==> config.mk <==
export PLATFORM = sky130hd
export DESIGN_NAME = gha_out
export DESIGN_NICKNAME = d
export VERILOG_FILES = /design/src/rtl/gha_pkg.sv /design/src/rtl/gha_out.sv
export SDC_FILE = /design/constraint.sdc
export NUM_CORES = 1
export LEC_CHECK = 0
export ABC_AREA = 0
export BUFFER_PORTS_ARGS = -buffer_cell sky130_fd_sc_hd__buf_2
export CAP_MARGIN = 20
export CORE_ASPECT_RATIO = 0.6
export CORE_MARGIN = 2
export CORE_UTILIZATION = 39
export CTS_CLUSTER_SIZE = 20
export DETAILED_ROUTE_END_ITERATION = 6
export PLACE_DENSITY_LB_ADDON = 0.3
export SLEW_MARGIN = 0
export SYNTH_ARGS = -nofsm -noshare
export SYNTH_HDL_FRONTEND = slang
export SYNTH_SLANG_ARGS = --single-unit
==> constraint.sdc <==
create_clock -name clock -period 2.1 [get_ports clock]
set_input_delay 0.42 -clock clock [delete_from_list [all_inputs] [get_ports clock]]
set_output_delay 0.42 -clock clock [all_outputs]
set_load 0.05 [all_outputs]
==> src/rtl/gha_pkg.sv <==
package gha_pkg;

   localparam int CAPACITY_DEF = 1024;
   localparam int GEN_BITS_DEF = 8;

   typedef enum logic [1:0] {
      REQ_CREATE = 2'd0,
      REQ_REMOVE = 2'd1,
      REQ_READ   = 2'd2
   } req_code_type;

   typedef enum logic [1:0] {
      STATUS_OK    = 2'd0,
      STATUS_FULL  = 2'd1,
      STATUS_RANGE = 2'd2
   } status_type;

   typedef enum logic [2:0] {
      ST_IDLE,
      ST_POP_LINK,
      ST_POP_NEXT,
      ST_POP_GEN,
      ST_READ_DATA,
      ST_FINISH
   } state_type;

endpackage

==> src/rtl/gha_out.sv <==
module gha_out
   import gha_pkg::*;
#(
   parameter int IDX_W = $clog2(CAPACITY_DEF),
   parameter int GEN_W = GEN_BITS_DEF,
   parameter int CNT_W = $clog2(CAPACITY_DEF + 1)
) (
   input  logic             clock,
   input  logic             reset,
   input  logic             res_valid,
   output logic             res_ready,
   input  logic [IDX_W-1:0] res_index,
   input  logic [GEN_W-1:0] res_generation,
   input  logic [1:0]       res_status,
   input  logic [CNT_W-1:0] res_free_slots,
   output logic             rsp_valid,
   input  logic             rsp_stall,
   output logic [IDX_W-1:0] rsp_handle_index,
   output logic [GEN_W-1:0] rsp_handle_generation,
   output logic [1:0]       rsp_status,
   output logic [CNT_W-1:0] rsp_free_slots
);

   logic             valid_ff, valid_in;
   logic [IDX_W-1:0] index_ff;
   logic [GEN_W-1:0] gen_ff;
   logic [1:0]       status_ff;
   logic [CNT_W-1:0] count_ff;
   logic             load;

   assign res_ready = !valid_ff || !rsp_stall;
   assign load      = res_valid && res_ready;

   always_comb begin
      valid_in = valid_ff;
      if (load) begin
         valid_in = 1'b1;
      end else if (!rsp_stall) begin
         valid_in = 1'b0;
      end
   end

   always_ff @(posedge clock) begin
      if (reset) begin
         valid_ff <= 1'b0;
      end else begin
         valid_ff <= valid_in;
      end
   end

   always_ff @(posedge clock) begin
      if (load) begin
         index_ff  <= res_index;
         gen_ff    <= res_generation;
         status_ff <= res_status;
         count_ff  <= res_free_slots;
      end
   end

   assign rsp_valid             = valid_ff;
   assign rsp_handle_index      = index_ff;
   assign rsp_handle_generation = gen_ff;
   assign rsp_status            = status_ff;
   assign rsp_free_slots        = count_ff;

endmodule

Word level (Yosys, flattened, before mapping)

Index checks and enable logic that the tools add are counted.

Flip-flop bits (word level): 32
Input port bits: 35
Output and inout port bits: 33
Logic and storage cells: 12

Equal/unequal tests: 1
Muxes and demuxes: 2
Reduce and logical (&&, ||, !) cells: 4

Operators by type and width:

| operator                                                                | number |
|---|---|
| 1-bit logical NOT                                                       | 2 |
| 1-bit 2-to-1 mux                                                        | 2 |
| 2-bit by 1-bit inequality test with 1-bit output, second input constant | 1 |
| 1-bit logical AND                                                       | 1 |
| 1-bit logical OR                                                        | 1 |

Logic depth before layout (Yosys ltp)

Gate-level depths: netlist of the first run.

Word-level depth: 4
Gate-level depth with buffers: 2

Worst setup path after synthesis of the first run

OpenSTA, ideal clock, no wires.

Path type: flip-flop to flip-flop
Start point: reg valid_ff (netlist: rsp_valid)
End point: reg count_ff[0] (netlist: rsp_free_slots[0]) (enable)
Arrival time: 1,773 ps
Path slack: -64 ps
Stages on the path, launching flop included: 3
Path buffers: 0
Clock period less this slack: 2,164 ps
Cell sequence: dfxtp_1 -> nand2_1 -> and2_1

Word-level cells in the longest chain between the ends: 3

RTL lines:

| element                | line          | RTL |
|---|---|---|
| from (decl)            | gha_out.sv:24 | `logic valid_ff, valid_in;` |
| from (signal assigned) | gha_out.sv:47 | `valid_ff <= valid_in;` |
| 1-bit logical NOT      | gha_out.sv:31 | `assign res_ready = !valid_ff \|\| !rsp_stall;` |
| 1-bit logical OR       | gha_out.sv:31 |  |
| via res_ready          | gha_out.sv:11 | `output logic res_ready,` |
| 1-bit logical AND      | gha_out.sv:32 | `assign load = res_valid && res_ready;` |
| via load               | gha_out.sv:29 | `logic load;` |
| to (signal assigned)   | gha_out.sv:56 | `count_ff <= res_free_slots;` |
| to (decl)              | gha_out.sv:28 | `logic [CNT_W-1:0] count_ff;` |

The timed path passes the listed nets, and every way through them passes these cells.
A chain may end at the register's enable or synchronous reset.

Final worst setup path of the first run

Start point: reg valid_ff (netlist: rsp_valid)
End point: out res_ready

Word-level cells in the longest chain between the ends: 2

RTL lines:

| element           | line |
|---|---|
| 1-bit logical NOT | gha_out.sv:31 |
| 1-bit logical OR  | gha_out.sv:31 |
| to (decl)         | gha_out.sv:11 |

Every way passes these cells.

==> metrics.md, run 1 <==
| Metric | Value |
|---|---|
| Complex-gate fraction of the synthesized area | 0.516% |
| # rows | 13 |
| Met1 Use GR | 14.2% |
| Leak Pwr | 0.628 nW |
| Post-synthesis adder-cell area fraction | 0% |
| Fraction of the mapped netlist area in simple logic gates | 1.42% |
| Vias in the first global route | 611 |
| Most common cell in the netlist | edfxtp_1 |
| Num CTS Buffers | 5 |
| Nets | 146 |
| Area Overhead vs Synth | 48.9% |
| Via count | 596 |
| Root Buffer | clkbuf_8 |
| # IOs | 68 |
| Initial Utilization | 42.9% |
| CP max stage delay | 0.32 ns |
| Max rail drop VDD | 0.569 mV |
| Mapped cell area | 970 µm² |
| Met3 GRT Util | 10.8% |
| CP Cell Sequence | nand2_1, buf_2 |
| Share of flip-flops with an asynchronous set or reset | 0% |
| Max_slew headroom | 83.0% |
| Final period util | 63.9% |
| Worst hold-check path type | primary input to flip-flop |
| Pwr per Cell Area | 965 nW/µm² |
| Post-Layout Cell Count | 142 |
| Status | completed |
| RSZ-0062 raised after global routing | false |
| Die height | 42.6 µm |
| Slowest cell on crit path | dfxtp_1 |
| GRT Util Overall | 13.8% |
| Final setup vio count | 0 |
| Top post-synthesis cells by area | edfxtp_1, dfxtp_1, and2_1 |
| Largest family of logic cells by synthesized area | simple AND/OR/NAND/NOR gates |
| FF+latch count, synth | 32 |
| Synth Warn # | 0 |
| Worst R2R Path Depth | 3 |
| Clock buffer depth | 2 |
| Reg2reg end | rsp_free_slots[2] |
| Initial antenna violation count | 0 |
| Placed cells | 134 |
| Sequential fraction of the synthesis area | 98.1% |
| Initial DRC Count | 22 |
| CP required | 1.68 ns |
| DRC | 0 |
| Crit path kind | flip-flop to primary output |
| Fillers | 172 |
| Die area | 2910 µm² |
| Final hold violation count | 0 |
| CP Data Arrival Time | 0.92 ns |
| DRT Pass-1 Iters | 4 |
| Met2 GRT Util | 20.6% |
| Layout cells sized above 1 | 66.1% |
| Post-synthesis net count | 71 |
| ANT cells | 0 |
| Area share of the largest cell type after synthesis | 96.0% |
| Fmax | 745 MHz |
| Final Routed Wirelength | 1750 µm |
| Hold Crit Depth | 2 |
| Placer Congestion | 0.670 |
| Slew Limit Fails | 0 |
| PortBufs | 67 |
| Busiest layer in global routing | met2 |
| Htree depth | 2 |
| Pin count of the biggest net entering global routing | 32 |
| Final Critical Period | 1.34 ns |
| CTS sink count | 32 |
| Dominant cell type by area after synthesis | edfxtp_1 |
| Die span in x | 68.4 µm |
| Cell area after layout | 1440 µm² |
| Clk_lat worst skew | 0.27 ns |
| CP startpoint | rsp_valid |
| Clk_skew | 0.00118 ns |
| Synth Flop Type | edfxtp_1 |
| First-pass GRT wire length | 2630 µm |
| Worst-Margin Slew | 0.258 ns |
| Post-route setup TNS | 0 ns |
| Post-synthesis area per instance | 26.9 µm² |
| Reg2reg start | rsp_valid |
| Crit end category | primary output |
| Distinct cell type count after synthesis | 6 |
| HP Start | reset |
| Worst Hold Path EP | rsp_valid |
| CTS tree | built |
| Max Fanout on Critical Path | 3 |
| Vias per cell | 4.20 |
| Resized cells post-CTS | 0 |
| Placed cell areas | 1360 µm² |
| Post-Synthesis Cells | 36 |
| Mux cell area share after synthesis | 0% |
| WL/cell | 12.3 µm |
| Post-CTS Setup Inserts | 0 |
| R2R setup slack | 1.05 ns |
| Number of flops mapped to enable cells by yosys | 31 |
| Core ar. | 2260 µm² |
| Clock transition at path regs | 0.06 ns |
| Global route overflow | 0 |
| Layout Utilization | 63.9% |
| CTS Hold Bufs | 0 |
| Detail Route Antenna Nets | 0 |
| Max-Cap Viols | 0 |
| Synth Area in XOR/XNOR | 0% |
| Total power | 1.39 mW |
| Startpoint Class | flip-flop |
-- state kept, by name, indices dropped and copies added, names as in the netlist --
signal and cells:
rsp_valid 1, rsp_status 2, rsp_handle_generation 8, rsp_free_slots 11, rsp_handle_index 10
-- critical path: cells and delay by family, from the launching register on --
kind | cells | cell delay, ns
buffers and inverters | 1 | 0.26
and+or+nand+nor | 1 | 0.07
DFF | 1 | 0.32
-- area by class of cell --
cell class	count	area, µm²	area share (%)
flip-flops and latches	32	951	65.9
multi-input cells	4	20.0	1.39
clock buffers	7	76.3	5.29
clock inverters	1	3.75	0.260
well taps	30	37.5	2.60
repair buffers	68	355	24.6
-- stage by stage --
stage / hold WS (ns) / worst slack [ns]
finish: 0.305 / 0.757
global placement: 0.487 / 0.840
global route: 0.295 / 0.700
floorplan: 0.492 / 0.182
detailed placement: 0.544 / 0.837
CTS: 0.297 / 0.749
-- worst max path at each step --
| stage | to | depth (start not counted) |
|---|---|---|
| after floorplan | rsp_free_slots[0] | 2 |
| after global placement | res_ready | 3 |
| after detailed placement | rsp_handle_generation[4] | 4 |
| after CTS | res_ready | 2 |
| after global routing | res_ready | 2 |
| final | res_ready | 2 |
-- logic make-up after synthesis --
| logic type | after synthesis |
|---|---|
| flip-flops | 32 |
| AND/OR/NAND/NOR | 3 |
| AO/OA/AOI/OAI | 1 |
-- per-layer routing --
layer	vias up	wire [µm]
met3	4	206
met1	265	674
met2	36	838
li1	291	-
met4	0	29
met5	-	0
-- power by group --
part           total [mW]  switching, mW  internal, mW
clock network       0.423          0.193         0.230
registers           0.753        0.00838         0.745
logic               0.217          0.165        0.0521
total                1.39          0.366          1.03
-- layout by cell type (no fill, tap or decap), drive strengths merged --
master | netlist | layout
buf | 0 | 68
edfxtp | 31 | 31
clkbuf | 0 | 7
nand2 | 1 | 1
and2 | 1 | 1
a21oi | 1 | 1
nor2 | 1 | 1
clkinv | 0 | 1
dfxtp | 1 | 1
Note: power is estimated with default switching activity, not from simulation.
==> run 2: changes to the inputs <==
- ABC_AREA: 0 -> 1
- CORE_UTILIZATION: 39 -> 35
- clock period: 2.1 -> 1.16 ns (I/O delays scaled with it)
==> metrics.md, run 2 <==
| Metric | Value |
|---|---|
| Global route overflow | 0 (unchanged) |
| Fmax | 894 MHz |
| Slew Limit Fails | 0 (unchanged) |
| ANT cells | 0 (unchanged) |
| CTS sink count | 32 (unchanged) |
| Complex-gate fraction of the synthesized area | 1.41% (+0.90 points) |
| Synth Area in XOR/XNOR | 0% (unchanged) |
| Via count | 612 (+2.7%) |
| Status | completed |
| Initial antenna violation count | 0 (unchanged) |
| Mux cell area share after synthesis | 0% (unchanged) |
| Die area | 3240 µm² (+11%) |
| Num CTS Buffers | 5 (unchanged) |
| Top post-synthesis cells by area | edfxtp_1, dfxtp_1, a21oi_2 |
| Worst hold-check path type | primary input to flip-flop |
| # rows | 14 (+1) |
| Clock buffer depth | 2 (unchanged) |
| Multi-input logic area | 31.3 µm² (+56%) |
| Max_slew headroom | 82.8% (-0.16 points) |
| Root Buffer | clkbuf_8 |
| Layout cells sized above 1 | 68.8% (+2.7 points) |
| Post-synthesis net count | 71 (unchanged) |
| PortBufs | 67 (unchanged) |
| Detail Route Antenna Nets | 0 (unchanged) |
| DRT Pass-1 Iters | 3 (-1) |
| First-pass GRT wire length | 2720 µm (+3.4%) |
| Synth Warn # | 0 (unchanged) |
| Initial DRC Count | 34 (+55%) |
| Placer Congestion | 0.620 (-7.5%) |
| CP required | 0.93 ns (-0.75 ns) |
| Post-synthesis adder-cell area fraction | 0% (unchanged) |
| # IOs | 68 (unchanged) |
| Seq. cell area | 955 µm² (+0.39%) |
| Slowest cell on crit path | dfxtp_4 |
| WL/cell | 12.8 µm (+3.6%) |
| Worst-Margin Slew | 0.260 ns (+0.00241 ns) |
| Clk_skew | 0.00250 ns (+0.00132 ns) |
| Nets | 146 (unchanged) |
| Max FFs per register | 11 (unchanged) |
| Pin count of the biggest net entering global routing | 32 (unchanged) |
| Vias per cell | 4.25 (+1.3%) |
| Sequential fraction of the synthesis area | 97.6% (-0.50 points) |
| RSZ-0062 raised after global routing | false |
| CTS tree | built |
| Most common cell in the netlist | edfxtp_1 |
| Most common cell after layout, fill and taps aside | buf_2 |
| Final period util | 96.4% |
| Crit path kind | flip-flop to primary output |
| GRT Util Overall | 12.2% (-1.6 points) |
| Max-Cap Viols | 0 (unchanged) |
| Final setup vio count | 0 (unchanged) |
| Number of flops mapped to enable cells by yosys | 31 (unchanged) |
| Final Critical Period | 1.12 ns |
| Cell area after layout | 1470 µm² (+1.8%) |
| Initial Utilization | 37.9% (-5.0 points) |
| Pwr per Cell Area | 1720 nW/µm² (+79%) |
| Post-synthesis area per instance | 27.1 µm² (+0.52%) |
| Clock transition at path regs | 0.06 ns (about the same) |
| Fraction of the mapped netlist area in simple logic gates | 0.642% (-0.78 points) |
| Final hold violation count | 0 (unchanged) |
| CP max stage delay | 0.36 ns (+0.04 ns) |
| CP Data Arrival Time | 0.89 ns (-0.03 ns) |
| Post-Synthesis Cells | 36 (unchanged) |
| Most frequent cells in the layout | buf_2, edfxtp_1, clkbuf_8 |
| DRC | 0 (unchanged) |
| Max Fanout on Critical Path | 3 (unchanged) |
| Synth Flop Type | edfxtp_1 |
| Clk_lat worst skew | 0.27 ns (about the same) |
| Die height | 44.9 µm (+5.3%) |
| Startpoint Class | flip-flop |
| Htree depth | 2 (unchanged) |
| Share of flip-flops with an asynchronous set or reset | 0% (unchanged) |
| Area Overhead vs Synth | 50.8% |
| Placed cell areas | 1390 µm² (+1.6%) |
| Crit end category | primary output |
| Mapped cell area | 975 µm² (+0.52%) |
| FF+latch count, synth | 32 (unchanged) |
| Fillers | 228 (+33%) |
| Dominant cell type by area after synthesis | edfxtp_1 |
| Core ar. | 2570 µm² (+14%) |
| CP Cell Sequence | nand2_2, buf_4 |
| Largest family of logic cells by synthesized area | compound AO/OA/AOI/OAI gates |
| Final Routed Wirelength | 1840 µm (+5.0%) |
| Area share of the largest cell type after synthesis | 95.5% (-0.49 points) |
| Die span in x | 72.1 µm (+5.5%) |
| Max rail drop VDD | 0.856 mV (+51%) |
| Distinct cell type count after synthesis | 6 (unchanged) |
| Leak Pwr | 0.635 nW (+1.0%) |
| Vias in the first global route | 593 (-2.9%) |
| Total power | 2.53 mW (+82%) |
[run 2: metrics by stage]
step	std cells	hold slack, ns	setup TNS, ns	util (%)	setup slack, ns
after CTS	144	0.110	0	57.0	0.0171
after global placement	136	0.390	0	53.8	0.133
after global routing	144	0.101	0	57.1	0.00105
after detailed placement	136	0.399	0	53.8	0.114
final	144	0.116	0	57.1	0.0416
after floorplan	36	0.285	-7.10	-	-0.229
[run 2: metal layers]
metal	track usage, %	share of wire [%]	vias up
li1	-	-	291
met1	13.6	38	287
met2	20.0	52	30
met3	5.36	8.1	4
met4	6.79	1.5	0
met5	0	0	-
[run 2: power breakdown]
| part | internal [mW] | switching [mW] |
|---|---|---|
| Clock | 0.416 | 0.351 |
| Sequential | 1.35 | 0.0168 |
| Combinational | 0.0978 | 0.303 |
| Total | 1.86 | 0.671 |
[run 2: path summary, 6_finish.rpt]
kind                                            end  depth (start not counted)  slack [ns]  startpoint
worst max register to register  rsp_handle_index[8]                          2        0.12   rsp_valid
worst max-delay path                      res_ready                          2        0.04   rsp_valid
worst min-delay path                      rsp_valid                          2        0.12       reset
worst min register to register            rsp_valid                          2        0.50   rsp_valid
[run 2: kinds of logic after synthesis]
logic type	count (synthesis)
flops	32
compound gates	2
simple gates	1
buf+inv	1
[run 2: final cells by class]
type                            instances  share of cell area, %
Timing Repair Buffer                   68                   24.5
Sequential cell                        32                   64.9
Tap cell                               32                   2.72
Clock buffer                            7                   5.19
Clock inverter                          1                  0.255
Multi-Input combinational cell          3                   2.13
Inverter                                1                  0.255
[run 2: worst max-delay path, delay by kind of cell, from the launching register on]
| family | cells | cell delay [ns] |
|---|---|---|
| AND/OR/NAND/NOR | 1 | 0.07 |
| buffers and inverters | 1 | 0.19 |
| flip-flops | 1 | 0.36 |
[run 2: what timing repair did]
| action | 4_1_cts | 5_1_grt |
|---|---|---|
| setup endpoints to repair | 1 | 1 |
| setup buffers | 0 | 0 |
| hold buffers | 0 | 0 |
| resized for setup | 1 | 1 |
==> run 3: changes to the inputs <==
- BUFFER_PORTS_ARGS: -buffer_cell sky130_fd_sc_hd__buf_2 -> -buffer_cell sky130_fd_sc_hd__buf_4
- CTS_CLUSTER_DIAMETER: default -> 200
- MAX_ROUTING_LAYER: default -> met4
==> metrics.md, run 3 (synthesis results as in run 2) <==
| Metric | Value |
|---|---|
| Placed cells | 136 (unchanged) |
| Worst hold-check path type | primary input to flip-flop |
| Final period util | 97.0% (+0.60 points) |
| Initial Utilization | 37.9% (unchanged) |
| Initial DRC Count | 63 (+85%) |
| GRT Util Overall | 13.6% (+1.5 points) |
| Reg2reg start | rsp_valid |
| Final Critical Period | 1.13 ns (+0.00695 ns) |
| CP required | 0.93 ns (about the same) |
| Clk_lat worst skew | 0.27 ns (about the same) |
| CP Data Arrival Time | 0.89 ns (about the same) |
| Vias in the first global route | 622 (+4.9%) |
| Max Fanout on Critical Path | 3 (unchanged) |
| CTS tree | built |
| Clock buffer depth | 2 (unchanged) |
| RSZ-0062 raised after global routing | false |
| Clk_skew | 0.00507 ns (+0.00257 ns) |
| Max FFs per register | 11 (unchanged) |
| Most common cell after layout, fill and taps aside | buf_4 |
| Startpoint Class | flip-flop |
| Final hold violation count | 0 (unchanged) |
| Placer Congestion | 0.629 (+1.5%) |
| WL/cell | 14.2 µm (+11%) |
| Status | completed |
| Crit end category | primary output |
| Die span in x | 72.1 µm (unchanged) |
| Clock group share of total power | 29.8% (-0.5 points) |
| Slew Limit Fails | 0 (unchanged) |
| Share of total power in sequential cells | 52.2% (-1.7 points) |
| Worst path top cell family by delay | flip-flops |
| CTS Hold Bufs | 0 (unchanged) |
| # IOs | 68 (unchanged) |
| Worst Hold Path EP | rsp_valid |
| Layout cells sized above 1 | 68.8% (unchanged) |
| Worst-Margin Slew | 0.170 ns (-0.0901 ns) |
| Hold Crit Depth | 2 (unchanged) |
| Worst R2R Path Depth | 2 (unchanged) |
| Reg2reg end | rsp_handle_generation[6] |
| CTS sink count | 32 (unchanged) |
| Power share of the combinational group | 17.9% (+2.1 points) |
| Global route overflow | 0 (unchanged) |
| Slowest cell on crit path | dfxtp_4 |
| CP Cell Sequence | nand2_2, buf_4 |
| Fmax | 889 MHz (-0.62%) |
| Final Routed Wirelength | 2040 µm (+11%) |
| PortBufs | 67 (unchanged) |
| Detail Route Antenna Nets | 0 (unchanged) |
| Area Overhead vs Synth | 67.5% |
| Post-CTS Setup Inserts | 0 (unchanged) |
| Pin count of the biggest net entering global routing | 32 (unchanged) |
| Worst Path Buf+Inv | 1 (unchanged) |
| Max-Cap Viols | 0 (unchanged) |
| Sw Pwr | 691 µW (+3.0%) |
| Resized cells post-CTS | 0 (-1) |
| Total power | 2.62 mW (+3.5%) |
| Internal power | 1.93 mW (+3.6%) |
| Die area | 3240 µm² (unchanged) |
| Post-Layout Cell Count | 144 (unchanged) |
| Final setup vio count | 0 (unchanged) |
| Root Buffer | clkbuf_8 |
| HP Start | reset |
| Nets | 146 (unchanged) |
| Core ar. | 2570 µm² (unchanged) |
| Placed cell areas | 1550 µm² (+12%) |
| Max_slew headroom | 88.7% (+5.9 points) |
| Die height | 44.9 µm (unchanged) |
| First-pass GRT wire length | 2960 µm (+8.9%) |
| HPWL after detailed placement | 1570 µm |
| Htree depth | 2 (unchanged) |
| Cell area after layout | 1630 µm² (+11%) |
| Most frequent cells in the layout | buf_4, edfxtp_1, clkbuf_8 |
| Initial antenna violation count | 0 (unchanged) |
| # rows | 14 (unchanged) |
| CP max stage delay | 0.36 ns (about the same) |
| ANT cells | 0 (unchanged) |
| Leak Pwr | 0.692 nW (+9.0%) |
| Sw Ratio | 26.4% (-0.12 points) |
| Via count | 614 (+0.33%) |
| Clock transition at path regs | 0.06 ns (about the same) |
| R2R setup slack | 0.11 ns (about the same) |
| Num CTS Buffers | 5 (unchanged) |
| Max rail drop VDD | 0.832 mV (-2.8%) |
| Crit path kind | flip-flop to primary output |
| Pwr per Cell Area | 1600 nW/µm² (-6.8%) |
| Layout Utilization | 63.4% (+6.3 points) |
| Vias per cell | 4.26 (+0.33%) |
| DRT Pass-1 Iters | 4 (+1) |
| DRC | 0 (unchanged) |
| Final hold slack | 0.0987 ns (-0.0173 ns) |
[run 3: cell count changes in the layout (fill, tap and decap cells not counted)]
cell      change
buf_4        +66
clkbuf_4      -1
buf_2        -65
[run 3: how the worst max path moves through the flow]
stage	from	to	slack, ns	cells after the start
3_3_place_gp	res_valid	rsp_handle_index[3]	0.13	4
4_1_cts	rsp_valid	res_ready	0.02	2
3_5_place_dp	res_valid	rsp_handle_index[3]	0.10	4
6_report	rsp_valid	res_ready	0.03	2
5_1_grt	rsp_valid	res_ready	0.008	2
2_1_floorplan	rsp_valid	rsp_free_slots[0]	-0.23	1
[run 3: area by class of cell]
| type | count | area, µm² |
|---|---|---|
| tap | 32 | 40.0 |
| fill | 199 | 942 |
| sequential | 32 | 955 |
| clock buffer | 7 | 76.3 |
| multi-input combinational | 3 | 31.3 |
| timing repair buffer | 68 | 523 |
| inverter | 1 | 3.75 |
| clock inverter | 1 | 3.75 |
[run 3: power groups by stage]
stage / clock network, mW / logic, mW / registers, mW
2_1_floorplan: 0 / 0.0331 / 1.62
3_3_place_gp: 0 / 0.467 / 1.39
3_5_place_dp: 0 / 0.474 / 1.39
4_1_cts: 0.806 / 0.474 / 1.37
5_1_grt: 0.858 / 0.485 / 1.37
6_report: 0.782 / 0.470 / 1.37
[run 3: through the flow]
| stage | worst slack (ns) | TNS (ns) |
|---|---|---|
| 6_report | 0.0347 | 0 |
| 4_1_cts | 0.0195 | 0 |
| 5_1_grt | 0.00786 | 0 |
| 2_1_floorplan | -0.229 | -7.10 |
| 3_3_place_gp | 0.131 | 0 |
| 3_5_place_dp | 0.105 | 0 |
[run 3: per-layer routing]
layer  vias up  part of all wire [%]  global-route usage, %
li1        290                     -                      -
met4         0                   1.6                   7.92
met5         -                     0                      -
met1       288                    37                   15.2
met3         5                   7.3                   4.02
met2        31                    54                   22.4
