--- src/rtl/gha_pkg.sv ---
package gha_pkg;

   localparam int CAPACITY_DEF = 1024;
   localparam int GEN_BITS_DEF = 8;

   typedef enum logic [1:0] {
      REQ_CREATE = 2'd0,
      REQ_REMOVE = 2'd1,
      REQ_READ   = 2'd2
   } req_code_type;

   typedef enum logic [1:0] {
      STATUS_OK    = 2'd0,
      STATUS_FULL  = 2'd1,
      STATUS_RANGE = 2'd2
   } status_type;

   typedef enum logic [2:0] {
      ST_IDLE,
      ST_POP_LINK,
      ST_POP_NEXT,
      ST_POP_GEN,
      ST_READ_DATA,
      ST_FINISH
   } state_type;

endpackage

--- src/rtl/gha_ctrl.sv ---
module gha_ctrl
   import gha_pkg::*;
#(
   parameter int CAPACITY = CAPACITY_DEF,
   parameter int GEN_BITS = GEN_BITS_DEF,
   localparam int IDX_W = $clog2(CAPACITY),
   localparam int CNT_W = $clog2(CAPACITY + 1),
   localparam int WORD_W = IDX_W + GEN_BITS
) (
   input  logic                clock,
   input  logic                reset,
   input  logic                req_valid,
   output logic                req_stall,
   input  logic [1:0]          req_type,
   input  logic [IDX_W-1:0]    req_slot_index,
   input  logic [GEN_BITS-1:0] req_slot_generation,
   output logic                mem_wr_en,
   output logic                mem_rd_en,
   output logic [IDX_W-1:0]    mem_addr,
   output logic [WORD_W-1:0]   mem_wr_data,
   input  logic [WORD_W-1:0]   mem_rd_data,
   output logic                res_valid,
   input  logic                res_ready,
   output logic [IDX_W-1:0]    res_index,
   output logic [GEN_BITS-1:0] res_generation,
   output logic [1:0]          res_status,
   output logic [CNT_W-1:0]    res_free_slots
);

   state_type           state_ff, state_in;
   logic [CNT_W-1:0]    slots_used_ff, slots_used_in;
   logic [CNT_W-1:0]    free_count_ff, free_count_in;
   logic [IDX_W-1:0]    head_idx_ff, head_idx_in;
   logic [GEN_BITS-1:0] head_gen_ff, head_gen_in;
   logic                head_valid_ff, head_valid_in;
   logic [IDX_W-1:0]    next_idx_ff, next_idx_in;
   logic [IDX_W-1:0]    res_idx_ff, res_idx_in;
   logic [GEN_BITS-1:0] res_gen_ff, res_gen_in;
   status_type          res_status_ff, res_status_in;

   logic [IDX_W-1:0]    rd_link;
   logic [GEN_BITS-1:0] rd_gen;
   logic [GEN_BITS-1:0] head_gen_inc;
   logic [CNT_W-1:0]    count_dec;
   logic                idx_in_range;

   assign rd_link      = mem_rd_data[WORD_W-1:GEN_BITS];
   assign rd_gen       = mem_rd_data[GEN_BITS-1:0];
   assign head_gen_inc = head_gen_ff + GEN_BITS'(1);
   assign count_dec    = free_count_ff - CNT_W'(1);
   assign idx_in_range = CNT_W'(req_slot_index) < slots_used_ff;

   always_ff @(posedge clock) begin
      if (reset) begin
         state_ff      <= ST_IDLE;
         slots_used_ff <= '0;
         free_count_ff <= '0;
         head_idx_ff   <= '0;
         head_gen_ff   <= '0;
         head_valid_ff <= 1'b0;
      end else begin
         state_ff      <= state_in;
         slots_used_ff <= slots_used_in;
         free_count_ff <= free_count_in;
         head_idx_ff   <= head_idx_in;
         head_gen_ff   <= head_gen_in;
         head_valid_ff <= head_valid_in;
      end
   end

   always_ff @(posedge clock) begin
      next_idx_ff   <= next_idx_in;
      res_idx_ff    <= res_idx_in;
      res_gen_ff    <= res_gen_in;
      res_status_ff <= res_status_in;
   end

   always_comb begin
      state_in      = state_ff;
      slots_used_in = slots_used_ff;
      free_count_in = free_count_ff;
      head_idx_in   = head_idx_ff;
      head_gen_in   = head_gen_ff;
      head_valid_in = head_valid_ff;
      next_idx_in   = next_idx_ff;
      res_idx_in    = res_idx_ff;
      res_gen_in    = res_gen_ff;
      res_status_in = res_status_ff;
      mem_wr_en     = 1'b0;
      mem_rd_en     = 1'b0;
      mem_addr      = head_idx_ff;
      mem_wr_data   = '0;
      req_stall     = 1'b1;
      res_valid     = 1'b0;

      unique case (state_ff)
         ST_IDLE: begin
            req_stall = 1'b0;
            if (req_valid) begin
               res_idx_in    = '0;
               res_gen_in    = '0;
               res_status_in = STATUS_OK;
               state_in      = ST_FINISH;
               unique case (req_code_type'(req_type))
                  REQ_CREATE: begin
                     if (head_valid_ff && free_count_ff != '0) begin
                        mem_rd_en = 1'b1;
                        mem_addr  = head_idx_ff;
                        state_in  = ST_POP_LINK;
                     end else if (slots_used_ff < CNT_W'(CAPACITY)) begin
                        mem_wr_en     = 1'b1;
                        mem_addr      = slots_used_ff[IDX_W-1:0];
                        mem_wr_data   = {slots_used_ff[IDX_W-1:0], {GEN_BITS{1'b0}}};
                        slots_used_in = slots_used_ff + CNT_W'(1);
                        res_idx_in    = slots_used_ff[IDX_W-1:0];
                     end else begin
                        res_status_in = STATUS_FULL;
                     end
                  end
                  REQ_REMOVE: begin
                     if (!idx_in_range || free_count_ff >= slots_used_ff) begin
                        res_status_in = STATUS_RANGE;
                     end else begin
                        mem_wr_en     = 1'b1;
                        mem_addr      = req_slot_index;
                        mem_wr_data   = {(head_valid_ff ? head_idx_ff : {IDX_W{1'b0}}),
                                         req_slot_generation};
                        head_idx_in   = req_slot_index;
                        head_gen_in   = req_slot_generation;
                        head_valid_in = 1'b1;
                        free_count_in = free_count_ff + CNT_W'(1);
                     end
                  end
                  REQ_READ: begin
                     if (!idx_in_range) begin
                        res_status_in = STATUS_RANGE;
                     end else begin
                        mem_rd_en = 1'b1;
                        mem_addr  = req_slot_index;
                        state_in  = ST_READ_DATA;
                     end
                  end
                  default: begin
                  end
               endcase
            end
         end
         ST_POP_LINK: begin
            mem_wr_en     = 1'b1;
            mem_addr      = head_idx_ff;
            mem_wr_data   = {head_idx_ff, head_gen_inc};
            res_idx_in    = head_idx_ff;
            res_gen_in    = head_gen_inc;
            free_count_in = count_dec;
            next_idx_in   = rd_link;
            if (count_dec != '0) begin
               state_in = ST_POP_NEXT;
            end else begin
               head_idx_in   = '0;
               head_gen_in   = '0;
               head_valid_in = 1'b0;
               state_in      = ST_FINISH;
            end
         end
         ST_POP_NEXT: begin
            mem_rd_en = 1'b1;
            mem_addr  = next_idx_ff;
            state_in  = ST_POP_GEN;
         end
         ST_POP_GEN: begin
            head_idx_in   = next_idx_ff;
            head_gen_in   = rd_gen;
            head_valid_in = 1'b1;
            state_in      = ST_FINISH;
         end
         ST_READ_DATA: begin
            res_idx_in = rd_link;
            res_gen_in = rd_gen;
            state_in   = ST_FINISH;
         end
         ST_FINISH: begin
            res_valid = 1'b1;
            if (res_ready) begin
               state_in = ST_IDLE;
            end
         end
         default: begin
            state_in = ST_IDLE;
         end
      endcase
   end

   assign res_index      = res_idx_ff;
   assign res_generation = res_gen_ff;
   assign res_status     = res_status_ff;
   assign res_free_slots = free_count_ff;

endmodule

--- config.mk ---
export PLATFORM = sky130hd
export DESIGN_NAME = gha_ctrl
export DESIGN_NICKNAME = d
export VERILOG_FILES = /design/src/rtl/gha_pkg.sv /design/src/rtl/gha_ctrl.sv
export SDC_FILE = /design/constraint.sdc
export NUM_CORES = 1
export LEC_CHECK = 0
export BUFFER_PORTS_ARGS = -buffer_cell sky130_fd_sc_hd__buf_2
export CAP_MARGIN = 20
export CORE_UTILIZATION = 60
export CTS_CLUSTER_DIAMETER = 120
export DETAILED_ROUTE_END_ITERATION = 7
export PLACE_DENSITY = 0.86
export SLEW_MARGIN = 20
export SYNTH_ARGS = -nofsm -noshare
export SYNTH_HDL_FRONTEND = slang
export SYNTH_SLANG_ARGS = --single-unit
--- constraint.sdc ---
create_clock -name clock -period 8.4 [get_ports clock]
set_clock_uncertainty 0.15 [all_clocks]
set_input_delay 1.68 -clock clock [delete_from_list [all_inputs] [get_ports clock]]
set_output_delay 1.68 -clock clock [all_outputs]
set_load 0.02 [all_outputs]
# ---- Word level (Yosys, flattened, before mapping)
# Cells that the tools add are included.
dict set report classes {
  addsub 4
  magnitude_cmp 3
  n_eq_ne 12
  n_mux 64
  bitwise_logic 1
  reduce_logical 18
}
# op count
set ops {}
lappend ops {{2-to-1 mux 10 bit} 13}
lappend ops {{case mux 10 bit (3 select lines)} 3}
lappend ops {{2-to-1 mux 18 bit} 4}
lappend ops {{case mux 18 bit (2 select lines)} 2}
lappend ops {{case mux 8 bit (3 select lines)} 2}
lappend ops {{2-to-1 mux 8 bit} 5}
lappend ops {{2-to-1 mux 11 bit} 3}
lappend ops {{adder 11 x 1 -> 11 bit (second input constant)} 2}
lappend ops {{case mux 11 bit (2 select lines)} 1}
lappend ops {{nonzero test 11 bit} 2}
lappend ops {{case mux 10 bit (2 select lines)} 1}
lappend ops {{2-to-1 mux 1 bit} 16}
lappend ops {{case mux 3 bit (5 select lines)} 1}
lappend ops {{2-to-1 mux 3 bit} 4}
lappend ops {{greater-or-equal comparator 11 bit} 1}
lappend ops {{< comparator 10 x 11 -> 1 bit} 1}
lappend ops {{< comparator 11 bit (second input constant)} 1}
lappend ops {{subtractor 11 x 1 -> 11 bit (second input constant)} 1}
lappend ops {{AND reduction 5 bit} 2}
lappend ops {{adder 8 x 1 -> 8 bit (second input constant)} 1}
lappend ops {{inequality test 2 bit (second input constant)} 4}
lappend ops {{case mux 1 bit (2 select lines)} 4}
lappend ops {{AND reduction 4 bit} 2}
lappend ops {{== test 3 x 2 -> 1 bit (second input constant)} 2}
lappend ops {{other kinds (19)} 24}
dict set report word_totals {
  ff_bits 74
  in_bits 42
  out_inout_bits 63
  wordCells 112
}

# ---- Longest topological paths before layout
# Gate-level depths: netlist (run 1).
dict set report depth {
  depth_word 7
  ltp_mapped 11
  depth_no_buf 9
}

# ---- Least setup slack after synthesis (run 1)
# OpenSTA, ideal clock, no wires.
dict set report synth_path {
  kind {input -> output}
  startpoint {input port req_slot_index[2]}
  endpoint {output port mem_addr[1]}
  arrival_time_ns 3.585
  required_ns 6.570
  setup_slack_ns 2.985
  stages 8
  n_path_buf 0
  cell_sequence {ha_1 a21o_1 a31oi_1 o32a_1 nand3_1 a32oi_1 a21oi_1 o211ai_1}
}
dict set report synth_via {
  elab_chain_len 7
  word_cells_on_any_way 8
  cone_classes {order compare (1); mux (5); reduce/logical (2)}
}
# element line
set synth_rtl {}
lappend synth_rtl {{from (decl)} gha_ctrl.sv:15} ;# input logic [IDX_W-1:0] req_slot_index,
lappend synth_rtl {{< comparator 10 x 11 -> 1 bit (*)} gha_ctrl.sv:51} ;# assign idx_in_range = CNT_W'(req_slot_index) < slots_used_ff;
lappend synth_rtl {{logical NOT 1 bit} --}
lappend synth_rtl {{logical OR 1 bit} gha_ctrl.sv:121} ;# if (!idx_in_range || free_count_ff >= slots_used_ff) begin
lappend synth_rtl {{2-to-1 mux 10 bit} gha_ctrl.sv:121}
lappend synth_rtl {{case mux 10 bit (3 select lines) (*)} gha_ctrl.sv:104} ;# unique case (req_code_type'(req_type))
lappend synth_rtl {{2-to-1 mux 10 bit (*)} gha_ctrl.sv:99} ;# if (req_valid) begin
lappend synth_rtl {{case mux 10 bit (2 select lines) (*)} gha_ctrl.sv:96} ;# unique case (state_ff)
lappend synth_rtl {{to (decl)} gha_ctrl.sv:19} ;# output logic [IDX_W-1:0] mem_addr,
# Mark *: on every way between the ends. The rest lies on a longest branch, timed or not.

# ---- Final worst setup path (run 1)
dict set report layout_path {
  startpoint {input port req_slot_index[2]}
  endpoint {output port mem_addr[8]}
}
# The elaborated chain is that of the path after synthesis.

==> key figures, run 1 <==
Logic synthesis
  – Synthesized cell area: 5180 sq um
  – Async SR Flop Fraction: 0%
  – Yosys top cell by area: edfxtp_1
  – Top cells by area, synth: edfxtp_1, dfxtp_1, ha_1, a21oi_1, nor2_1
  – Post-Syn Nets: about 690
  – Post-Synthesis Cells: between 600 and 700
  – Post-synthesis register bit count: 74
  – Post-synthesis sequential area ratio: 34.4%
  – Post-synth top flop: dfxtp_1
  – Post-synth EDFFs: 30
  – Mean area per synthesized cell: 8.35 sq um
  – Top cell type's share of synthesized area: 17.4%
  – Synth Warn #: 0
  – Unique masters post-synth: 66

Drt
  – Detail Route Antenna Nets: 0
  – Routed length per instance: 20.3 um
  – Drt pass-1 iters: 5
  – DR vias: 5,407
  – Residual DRC: 0
  – Vias per inst: 6.73
  – Routed Wire Length: 16.3 mm
  – Iteration-0 DRC Markers: 485

Clock network
  – H-tree depth: 3
  – # clock sinks: 74
  – CTS max path bufs: 2
  – CTS tree: yes
  – Setup Buffers After CTS: 0
  – CTS Hold Bufs: 0
  – Root Buffer Master: clkbuf_8
  – Worst skew pair latency: ~0.38 ns
  – Cts repair resizes: 0
  – Clock slew at reported path FFs: about 0.07 ns
  – Total CTS buffers: 9

Timing
  – Endpoints failing setup: 0
  – Fmax: 162 MHz
  – Worst rel slew slack: 27.6%
  – Slew Viols, Final: 0
  – Final hold violations: 0
  – Fin crit period: 6.19 ns
  – RSZ-0062 raised after global routing: no
  – Final setup TNS: 0 ns
  – Worst hold slack: about 0.38 ns
  – Slew @ Worst Pin: 1.08 ns
  – Crit share post-route: 73.7%

Worst setup path
  – Worst setup path class: primary input to primary output
  – CP dominant cell by count: buf_2
  – Startpoint types: primary input
  – Crit-path cells: buf_2, ha_1, a21o_1, a31oi_1, o32a_1, and3_1, o31ai_2, nand2_1, o311ai_1, buf_2
  – Worst-path maximum fanout: 21
  – Required time worst endpoint: between 6 and 7 ns
  – WP data arrival: 4.36 ns
  – CP peak stage delay: 0.73 ns
  – Slowest stage cell, crit path: o31ai_2
  – CP endpoint kind: primary output

Power
  – Internal power: 1.06 mW
  – Clock power frac: 17.3%
  – VDD IR max: 0.343 mV
  – Pleak: 2.50 nW
  – Pwr Density: 342 nW/um^2
  – Overall power: 2.03 mW
  – Combinational power share: 52.4%
  – Sw power: 0.970 mW
  – Sw frac: roughly 48%
  – Sequential Power Share: 30.3%

Layout
  – Nets: 761
  – Share of layout cells above drive strength 1: 20.5%
  – Sequential Area: between 1500 and 2000 sq um
  – Area of the multi-input gates: around 3100 sq um
  – Final Util: 71.5%
  – Leading cell type in the layout, fill and taps excluded: buf_2
  – Area Growth Syn to Fin: 14.5%
  – Filler cell count: 659
  – Final instance area: roughly 5900 sq um
  – Diodes inserted: 0
  – Commonest cells after routing, fill and taps aside: buf_2, nor2_1, a21oi_1

Die
  – IO Count: 105
  – Starting Density: between 60% and 70%
  – Die width: 94.9 um
  – Die area: roughly 9000 sq um
  – Core ar.: 8300 sq um
  – FP Rows: 33
  – Die Y: 94.9 um

Placed design
  – PortBufs: around 100
  – DP Area: 5670 sq um
  – Hpwl dp: 11.6 mm
  – Gpl congestion: 0.943

Min path
  – Type of the most critical hold path: register to register

Global routing
  – GRT Overall Usage: around 36%
  – Initial antenna violation count: 0
  – Overflow after GRT: 0
  – Vias in the first global route: 4,789
  – Wire length of the first global-routing pass: 24.7 mm
  – Pin count of the biggest net entering global routing: 66

Job
  – MaxCap Viol Count: 0

Status
  – Status: complete, no violations
[per-stage QoR]
step	setup WS (ns)	cells
floorplan	2.99	620
global placement	2.34	787
detailed placement	2.27	787
CTS	2.27	803
global route	2.07	804
finish	2.21	804
[worst paths after layout]
path                     startpoint           endpoint  slack [ns]  cells past startpoint
hold reg to reg       head_valid_ff      head_valid_ff        0.38                      2
setup / recovery  req_slot_index[2]        mem_addr[8]        2.21                     10
setup reg to reg        state_ff[1]  res_free_slots[9]        4.59                      9
hold / removal        head_valid_ff      head_valid_ff        0.38                      2
[layer usage]
| layer | wire length [um] | part of all wire [%] | vias to the layer above | global-route usage (%) |
|---|---|---|---|---|
| li1 | - | - | 2486 | - |
| met1 | 6540 | 40 | 2547 | 47.3 |
| met2 | 7670 | 47 | 322 | 57.9 |
| met4 | 617 | 3.8 | 0 | 18.8 |
| met5 | 0 | 0 | - | 0 |
| met3 | 1480 | 9.1 | 52 | 6.20 |
[synthesized netlist by cell type (9+ instances only)]
master,n
o211ai_1,9
edfxtp_1,30
inv_1,21
ha_1,25
and3_1,16
a221oi_1,10
nor2_1,78
o21ai_0,38
xnor2_1,20
a22o_1,13
a31oi_1,13
a311oi_1,9
nand4_1,10
a21oi_1,59
o2bb2ai_1,10
nand2_1,39
dfxtp_1,44
clkbuf_1,35
a21o_1,14
nor3_1,10
nand3_1,19
[flip-flops by register name, summed over array words and instances, names as in the netlist]
register and count:
res_index 10, state_ff 3, res_generation 8, slots_used_ff 11
next_idx_ff 10, head_idx_ff 10, head_valid_ff 1, head_gen_ff 8
res_status 2, res_free_slots 11
[kinds of logic after synthesis]
group	after synthesis	synth area share, %
fa+ha+maj	25	6.04
mux	1	0.193
xor+xnor	26	4.40
compound gates	220	29.7
simple gates	205	19.8
flops	74	34.4
buf+inv	69	5.48
[worst max-delay path: cells and delay by family]
kind	cells	cell delay, ns
compound gates	5	1.45
fa+ha+maj	1	0.31
buf+inv	2	0.36
simple gates	2	0.55
[area by class of cell]
| class | instances | share of cell area [%] |
|---|---|---|
| clock buffer | 10 | 2.15 |
| clock inverter | 6 | 1.94 |
| inverter | 22 | 1.39 |
| multi-input combinational | 477 | 52.6 |
| sequential | 74 | 30.1 |
| tap | 105 | 2.21 |
| timing repair buffer | 110 | 9.66 |
[power by group through the flow]
stage                     Combinational, mW  Clock (mW)  Sequential (mW)
after global placement                 1.01           0            0.616
after CTS                              1.04       0.350            0.610
after floorplan                       0.741           0            0.641
final                                  1.06       0.352            0.615
after global routing                   1.15       0.363            0.629
after detailed placement               1.04           0            0.619
Note: power is estimated with default switching activity, not from simulation.
==> inputs of run 2 (changes only) <==
--- a/config.mk
+++ b/config.mk
@@ -7,10 +7,10 @@
 export LEC_CHECK = 0
 export BUFFER_PORTS_ARGS = -buffer_cell sky130_fd_sc_hd__buf_2
 export CAP_MARGIN = 20
-export CORE_UTILIZATION = 60
+export CORE_UTILIZATION = 56
 export CTS_CLUSTER_DIAMETER = 120
 export DETAILED_ROUTE_END_ITERATION = 7
-export PLACE_DENSITY = 0.86
+export PLACE_DENSITY = 0.81
 export SLEW_MARGIN = 20
 export SYNTH_ARGS = -nofsm -noshare
 export SYNTH_HDL_FRONTEND = slang
==> constraint.sdc (replaced) <==
create_clock -name clock -period 5.74 [get_ports clock]
set_clock_uncertainty 0.15 [all_clocks]
set_input_delay 1.148 -clock clock [delete_from_list [all_inputs] [get_ports clock]]
set_output_delay 1.148 -clock clock [all_outputs]
set_load 0.02 [all_outputs]
==> run 2 against run 1 <==
- the flow now finishes with violations (design-rule violations)
- setup slack worse by 1.6 ns
- total power up 43%
- sequential cell count unchanged
- final cell count up 0.50%
- first-iteration DRC count up 2.1%
- utilization down 4.8 points
- sequential share of layout area up 0.15 points
- critical path type unchanged
==> key figures, run 2 (synthesis results as in run 1) <==
Global routing
  – Pin count of the biggest net entering global routing: 75 (+14%)
  – Overflow after GRT: 0 (unchanged)
  – GRT Overall Usage: 34.1% (-2.3 points)
  – Initial antenna violation count: 0 (unchanged)
  – Wire length of the first global-routing pass: 25.9 mm (+4.7%)
  – Vias in the first global route: 5,083 (+6.1%)

Drt
  – Routed length per instance: 20.3 um (+0.12%)
  – Vias per inst: 6.69 (-0.57%)
  – Routed Wire Length: 16.4 mm (+0.62%)
  – Residual DRC: 9 (+9)
  – Detail Route Antenna Nets: 0 (unchanged)
  – Iteration-0 DRC Markers: 495 (+2.1%)
  – Drt pass-1 iters: 8 (+3)
  – DR vias: 5,403 (-0.074%)

Clock network
  – CTS tree: yes
  – # clock sinks: 74 (unchanged)
  – Setup Buffers After CTS: 0 (unchanged)
  – H-tree depth: 3 (unchanged)
  – Clock slew at reported path FFs: 0.08 ns (about the same)
  – Total CTS buffers: 9 (unchanged)
  – CTS Hold Bufs: 0 (unchanged)
  – Root Buffer Master: clkbuf_8
  – Worst skew pair latency: 0.36 ns (-0.02 ns)
  – Cts repair resizes: 0 (unchanged)
  – CTS max path bufs: 2 (unchanged)

Timing
  – Slew @ Worst Pin: 0.984 ns (-0.0976 ns)
  – RSZ-0062 raised after global routing: no
  – Crit share post-route: 90.0%
  – Final hold violations: 0 (unchanged)
  – Final setup TNS: 0 ns (unchanged)
  – Worst rel slew slack: 34.1% (+6.5 points)
  – Final WS setup: 0.574 ns (-1.64 ns)
  – Fmax: slightly below 200 MHz
  – Slew Viols, Final: 0 (unchanged)
  – Endpoints failing setup: 0 (unchanged)
  – Fin crit period: 5.17 ns

Layout
  – Final instance area: 5900 sq um (-0.51%)
  – Sequential Area: 1780 sq um (unchanged)
  – Area Growth Syn to Fin: 13.9%
  – Commonest cells after routing, fill and taps aside: buf_2, nor2_1, a21oi_1
  – Leading cell type in the layout, fill and taps excluded: buf_2
  – Non-filler cells, final: 808 (+0.50%)
  – Diodes inserted: 0 (unchanged)
  – Area of the multi-input gates: 3120 sq um (unchanged)
  – Filler cell count: 787 (+19%)
  – Nets: 762 (+0.13%)
  – Share of layout cells above drive strength 1: 20.7% (+0.26 points)

Worst setup path
  – CP peak stage delay: 0.76 ns (+0.03 ns)
  – Worst setup path class: primary input to primary output
  – Crit-path cells: buf_2, ha_1, a21oi_1, o21ai_0, nand2b_1, and3_1, o31ai_2, nand2_1, o311ai_1, buf_2
  – CP delay by family, top: compound AO/OA/AOI/OAI gates
  – CP dominant cell by count: buf_2
  – WP data arrival: 3.87 ns (-0.49 ns)
  – Worst-path maximum fanout: 21 (unchanged)
  – Slowest stage cell, crit path: o31ai_2
  – CP endpoint kind: primary output
  – Bufs and invs on worst path: 2 (unchanged)
  – Startpoint types: primary input
  – Required time worst endpoint: 4.44 ns (-2.13 ns)

Placed design
  – Hpwl dp: 11.6 mm (about the same)
  – PortBufs: 104 (unchanged)
  – Pre-CTS setup slack: 0.731 ns (-1.54 ns)
  – Gpl congestion: 0.934 (-0.88%)
  – DP Cell Count: 792 (+0.64%)
  – DP Area: 5690 sq um (+0.33%)

Die
  – IO Count: 105 (unchanged)
  – Starting Density: 58.5% (-3.9 points)
  – Die Y: 98.2 um (+3.4%)
  – Die width: 98.2 um (+3.4%)
  – Core ar.: 8850 sq um (+6.6%)
  – FP Rows: 34 (+3.0%)
  – Die area: 9640 sq um (+7.0%)

Min path
  – Type of the most critical hold path: register to register

Job
  – MaxCap Viol Count: 0 (unchanged)

Power
  – Pwr Density: 492 nW/um^2 (+44%)
  – Overall power: 2.90 mW (+43%)
  – Pleak: 2.48 nW (-0.57%)
  – VDD IR max: 0.342 mV (-0.25%)

Status
  – Status: finished with violations
  – Failing checks: design-rule violations
## run 2: worst paths after layout
kind / start / endpoint / slack [ns] / depth (start not counted)
worst max-delay path: req_slot_index[4] / mem_addr[8] / 0.57 / 10
worst min-delay path: head_idx_ff[1] / head_idx_ff[1] / 0.38 / 1
worst max register to register: state_ff[2] / res_free_slots[9] / 2.37 / 9
worst min register to register: head_idx_ff[1] / head_idx_ff[1] / 0.38 / 1
## run 2: layout make-up
class                           instances  share of cell area (%)
Multi-Input combinational cell        477                    52.9
Clock buffer                            9                    2.10
Inverter                               22                    1.40
Timing Repair Buffer                  111                    9.71
Sequential cell                        74                    30.2
Clock inverter                          7                    1.44
Tap cell                              108                    2.29
## run 2: report_power, final
| group | internal (mW) | total, mW | switching [mW] |
|---|---|---|---|
| clock network | 0.208 | 0.435 | 0.227 |
| logic | 0.526 | 1.56 | 1.04 |
| registers | 0.737 | 0.903 | 0.166 |
## run 2: metrics by stage
stage	utilization, %	hold slack [ns]
floorplan	-	0.330
global placement	64.3	0.362
detailed placement	64.3	0.361
CTS	66.7	0.374
global route	66.7	0.399
finish	66.7	0.375
## run 2: per-layer routing
layer / part of all wire (%) / GRT usage (%) / up-vias
met5: 0 / 0 / -
met4: 4.0 / 19.5 / 0
met3: 8.6 / 5.23 / 52
met2: 47 / 53.6 / 341
met1: 41 / 44.8 / 2524
li1: - / - / 2486
==> inputs of run 3 (changes only) <==
--- a/config.mk
+++ b/config.mk
@@ -7,10 +7,11 @@
 export LEC_CHECK = 0
 export BUFFER_PORTS_ARGS = -buffer_cell sky130_fd_sc_hd__buf_2
 export CAP_MARGIN = 20
-export CORE_UTILIZATION = 56
+export CORE_ASPECT_RATIO = 0.7
+export CORE_UTILIZATION = 60
 export CTS_CLUSTER_DIAMETER = 120
 export DETAILED_ROUTE_END_ITERATION = 7
-export PLACE_DENSITY = 0.81
+export PLACE_DENSITY = 0.86
 export SLEW_MARGIN = 20
 export SYNTH_ARGS = -nofsm -noshare
 export SYNTH_HDL_FRONTEND = slang
==> constraint.sdc (replaced) <==
create_clock -name clock -period 6 [get_ports clock]
set_clock_uncertainty 0.15 [all_clocks]
set_input_delay 1.2 -clock clock [delete_from_list [all_inputs] [get_ports clock]]
set_output_delay 1.2 -clock clock [all_outputs]
set_load 0.02 [all_outputs]
==> run 3 against run 2 <==
- the run now ends clean
- hold slack worse by 0.0048 ns
- critical path depth unchanged
- final cell count is 0.87% lower
- via count is 0.98% higher
- first-iteration DRC count rose by 71%
- wire length down 0.43%
- setup slack better by 0.18 ns
==> key figures, run 3 (synthesis results as in run 1) <==
Status
  – Status: complete, no violations

Global routing
  – Wire length of the first global-routing pass: 25.8 mm (-0.43%)
  – Initial antenna violation count: 0 (unchanged)
  – Pin count of the biggest net entering global routing: 75 (unchanged)
  – GRT Overall Usage: 37.5% (+3.4 points)
  – Overflow after GRT: 0 (unchanged)
  – Vias in the first global route: 4,986 (-1.9%)

Drt
  – Drt pass-1 iters: 7 (-1)
  – DR vias: 5,456 (+0.98%)
  – Routed Wire Length: 16.3 mm (-0.43%)
  – Routed length per instance: 20.4 um (+0.44%)
  – Iteration-0 DRC Markers: 846 (+71%)
  – Vias per inst: 6.81 (+1.9%)
  – Residual DRC: 0 (-9)
  – Detail Route Antenna Nets: 0 (unchanged)

Timing
  – RSZ-0062 raised after global routing: no
  – Final hold violations: 0 (unchanged)
  – Slew @ Worst Pin: 1.04 ns (+0.0525 ns)
  – Crit share post-route: 87.4%
  – Worst rel slew slack: 30.6% (-3.5 points)
  – Final setup TNS: 0 ns (unchanged)
  – Endpoints failing setup: 0 (unchanged)
  – Final WS setup: 0.755 ns (+0.181 ns)
  – Fin crit period: between 5 and 6 ns
  – Slew Viols, Final: 0 (unchanged)
  – Fmax: 191 MHz

Layout
  – Filler cell count: 599 (-24%)
  – Leading cell type in the layout, fill and taps excluded: buf_2
  – Final Util: 73.9% (+7.2 points)
  – Diodes inserted: 0 (unchanged)
  – Commonest cells after routing, fill and taps aside: buf_2, nor2_1, a21oi_1
  – Area Growth Syn to Fin: 15.7%
  – Nets: 762 (unchanged)
  – Non-filler cells, final: 801 (-0.87%)
  – Share of layout cells above drive strength 1: 20.3% (-0.43 points)

Worst setup path
  – Slowest stage cell, crit path: o31ai_2
  – CP endpoint kind: primary output
  – Crit-path cells: buf_2, ha_1, a21o_1, a31oi_1, o32a_1, and3_1, o31ai_2, o21ai_0, o211ai_1, buf_2
  – CP peak stage delay: 0.75 ns (about the same)
  – CP delay by family, top: compound AO/OA/AOI/OAI gates
  – CP dominant cell by count: buf_2
  – Required time worst endpoint: 4.65 ns (+0.21 ns)
  – Worst setup path class: primary input to primary output
  – R2R cell count: 9 (unchanged)
  – Worst-path maximum fanout: 21 (unchanged)
  – Critical R2R Capture: res_free_slots[9]
  – R2r startpoint: state_ff[2]
  – Startpoint types: primary input
  – Critical path startpoint: req_slot_index[2]
  – R2R Setup Slk: 2.57 ns (+0.20 ns)
  – Setup crit end: mem_addr[5]
  – Crit. path cell count: 10 (unchanged)
  – Bufs and invs on worst path: 2 (unchanged)
  – WP data arrival: 3.90 ns (+0.03 ns)

Clock network
  – Cts repair resizes: 0 (unchanged)
  – Clock slew at reported path FFs: 0.06 ns (-0.02 ns)
  – Root Buffer Master: clkbuf_16
  – Worst skew pair latency: 0.34 ns (-0.02 ns)
  – Setup Buffers After CTS: 0 (unchanged)
  – CTS max path bufs: 2 (unchanged)
  – # clock sinks: 74 (unchanged)
  – CTS tree: yes
  – CTS Hold Bufs: 0 (unchanged)
  – Total CTS buffers: 9 (unchanged)
  – H-tree depth: 3 (unchanged)

Placed design
  – Gpl congestion: 0.980 (+4.9%)
  – Pre-CTS setup slack: 0.828 ns (+0.0976 ns)
  – Hpwl dp: 11.7 mm (+1.2%)
  – DP Cell Count: 785 (-0.88%)
  – PortBufs: 104 (unchanged)

Die
  – Die area: 9020 sq um (-6.5%)
  – Core ar.: 8110 sq um (-8.4%)
  – Die Y: 79.7 um (-19%)
  – Starting Density: 63.9% (+5.3 points)
  – IO Count: 105 (unchanged)
  – Die width: 113 um (+15%)
  – FP Rows: 27 (-21%)

Power
  – Pleak: 2.52 nW (+1.7%)
  – Sw frac: 46.6% (-2.7 points)
  – Sequential Power Share: 29.4% (-1.7 points)
  – Combinational power share: 51.4% (-2.5 points)
  – Clock power frac: 19.3% (+4.3 points)
  – VDD IR max: 0.383 mV (+12%)
  – Internal power: 1.56 mW (+5.7%)
  – Sw power: 1.36 mW (-5.1%)
  – Pwr Density: 486 nW/um^2 (-1.1%)

Min path
  – Type of the most critical hold path: register to register

Job
  – MaxCap Viol Count: 0 (unchanged)
-- run 3: cell count changes in the layout (fill, tap and decap cells not counted) --
| cell | delta |
|---|---|
| clkbuf_1 | +2 |
| clkbuf_16 | +10 |
| clkbuf_8 | -9 |
| clkinv_1 | +1 |
| clkinv_4 | -2 |
| inv_8 | -2 |
-- run 3: worst min-delay path by stage --
stage / from / to / slack [ns] / cells past startpoint
global placement: head_valid_ff / head_valid_ff / 0.36 / 2
finish: head_idx_ff[1] / head_idx_ff[1] / 0.37 / 1
detailed placement: head_idx_ff[1] / head_idx_ff[1] / 0.36 / 1
CTS: head_idx_ff[1] / head_idx_ff[1] / 0.37 / 1
global route: head_idx_ff[1] / head_idx_ff[1] / 0.39 / 1
floorplan: head_idx_ff[1] / head_idx_ff[1] / 0.33 / 1
-- run 3: layout make-up --
type	count	area, sq um	share of cell area (%)
clock buffer	12	258	4.30
tap	101	126	2.11
inverter	22	82.6	1.38
clock inverter	4	48.8	0.815
sequential	74	1780	29.8
timing repair buffer	111	573	9.57
multi-input combinational	477	3120	52.1
-- run 3: power by group through the flow --
stage | Combinational (mW) | Clock [mW] | Sequential [mW]
global placement | 1.42 | 0 | 0.853
global route | 1.62 | 0.581 | 0.873
CTS | 1.47 | 0.563 | 0.850
detailed placement | 1.46 | 0 | 0.860
finish | 1.50 | 0.561 | 0.856
floorplan | 1.04 | 0 | 0.898
-- run 3: layer usage --
| layer | vias to the layer above | track usage, % | wire length (um) |
|---|---|---|---|
| met5 | - | 0 | 0 |
| met4 | 0 | 12.9 | 363 |
| met3 | 37 | 7.67 | 1720 |
| met2 | 363 | 61.2 | 7520 |
| met1 | 2565 | 49.7 | 6740 |
| li1 | 2491 | - | - |
-- run 3: through the flow --
stage	total power [mW]	area, sq um	hold slack, ns
after CTS	2.88	5990	0.369
after global placement	2.27	5680	0.364
final	2.91	5990	0.371
after global routing	3.08	5990	0.388
after floorplan	1.94	5180	0.330
after detailed placement	2.32	5680	0.364
-- run 3: worst register-to-register path, cell delays in order (launching register included) --
cell and delay [ns]:
dfxtp_1 0.93, or3b_2 0.73, inv_1 0.13, buf_4 0.26, nor4_1 0.39, and3_1 0.24, a32oi_1 0.10, a21oi_1 0.16
xnor2_1 0.14, nor2_1 0.06
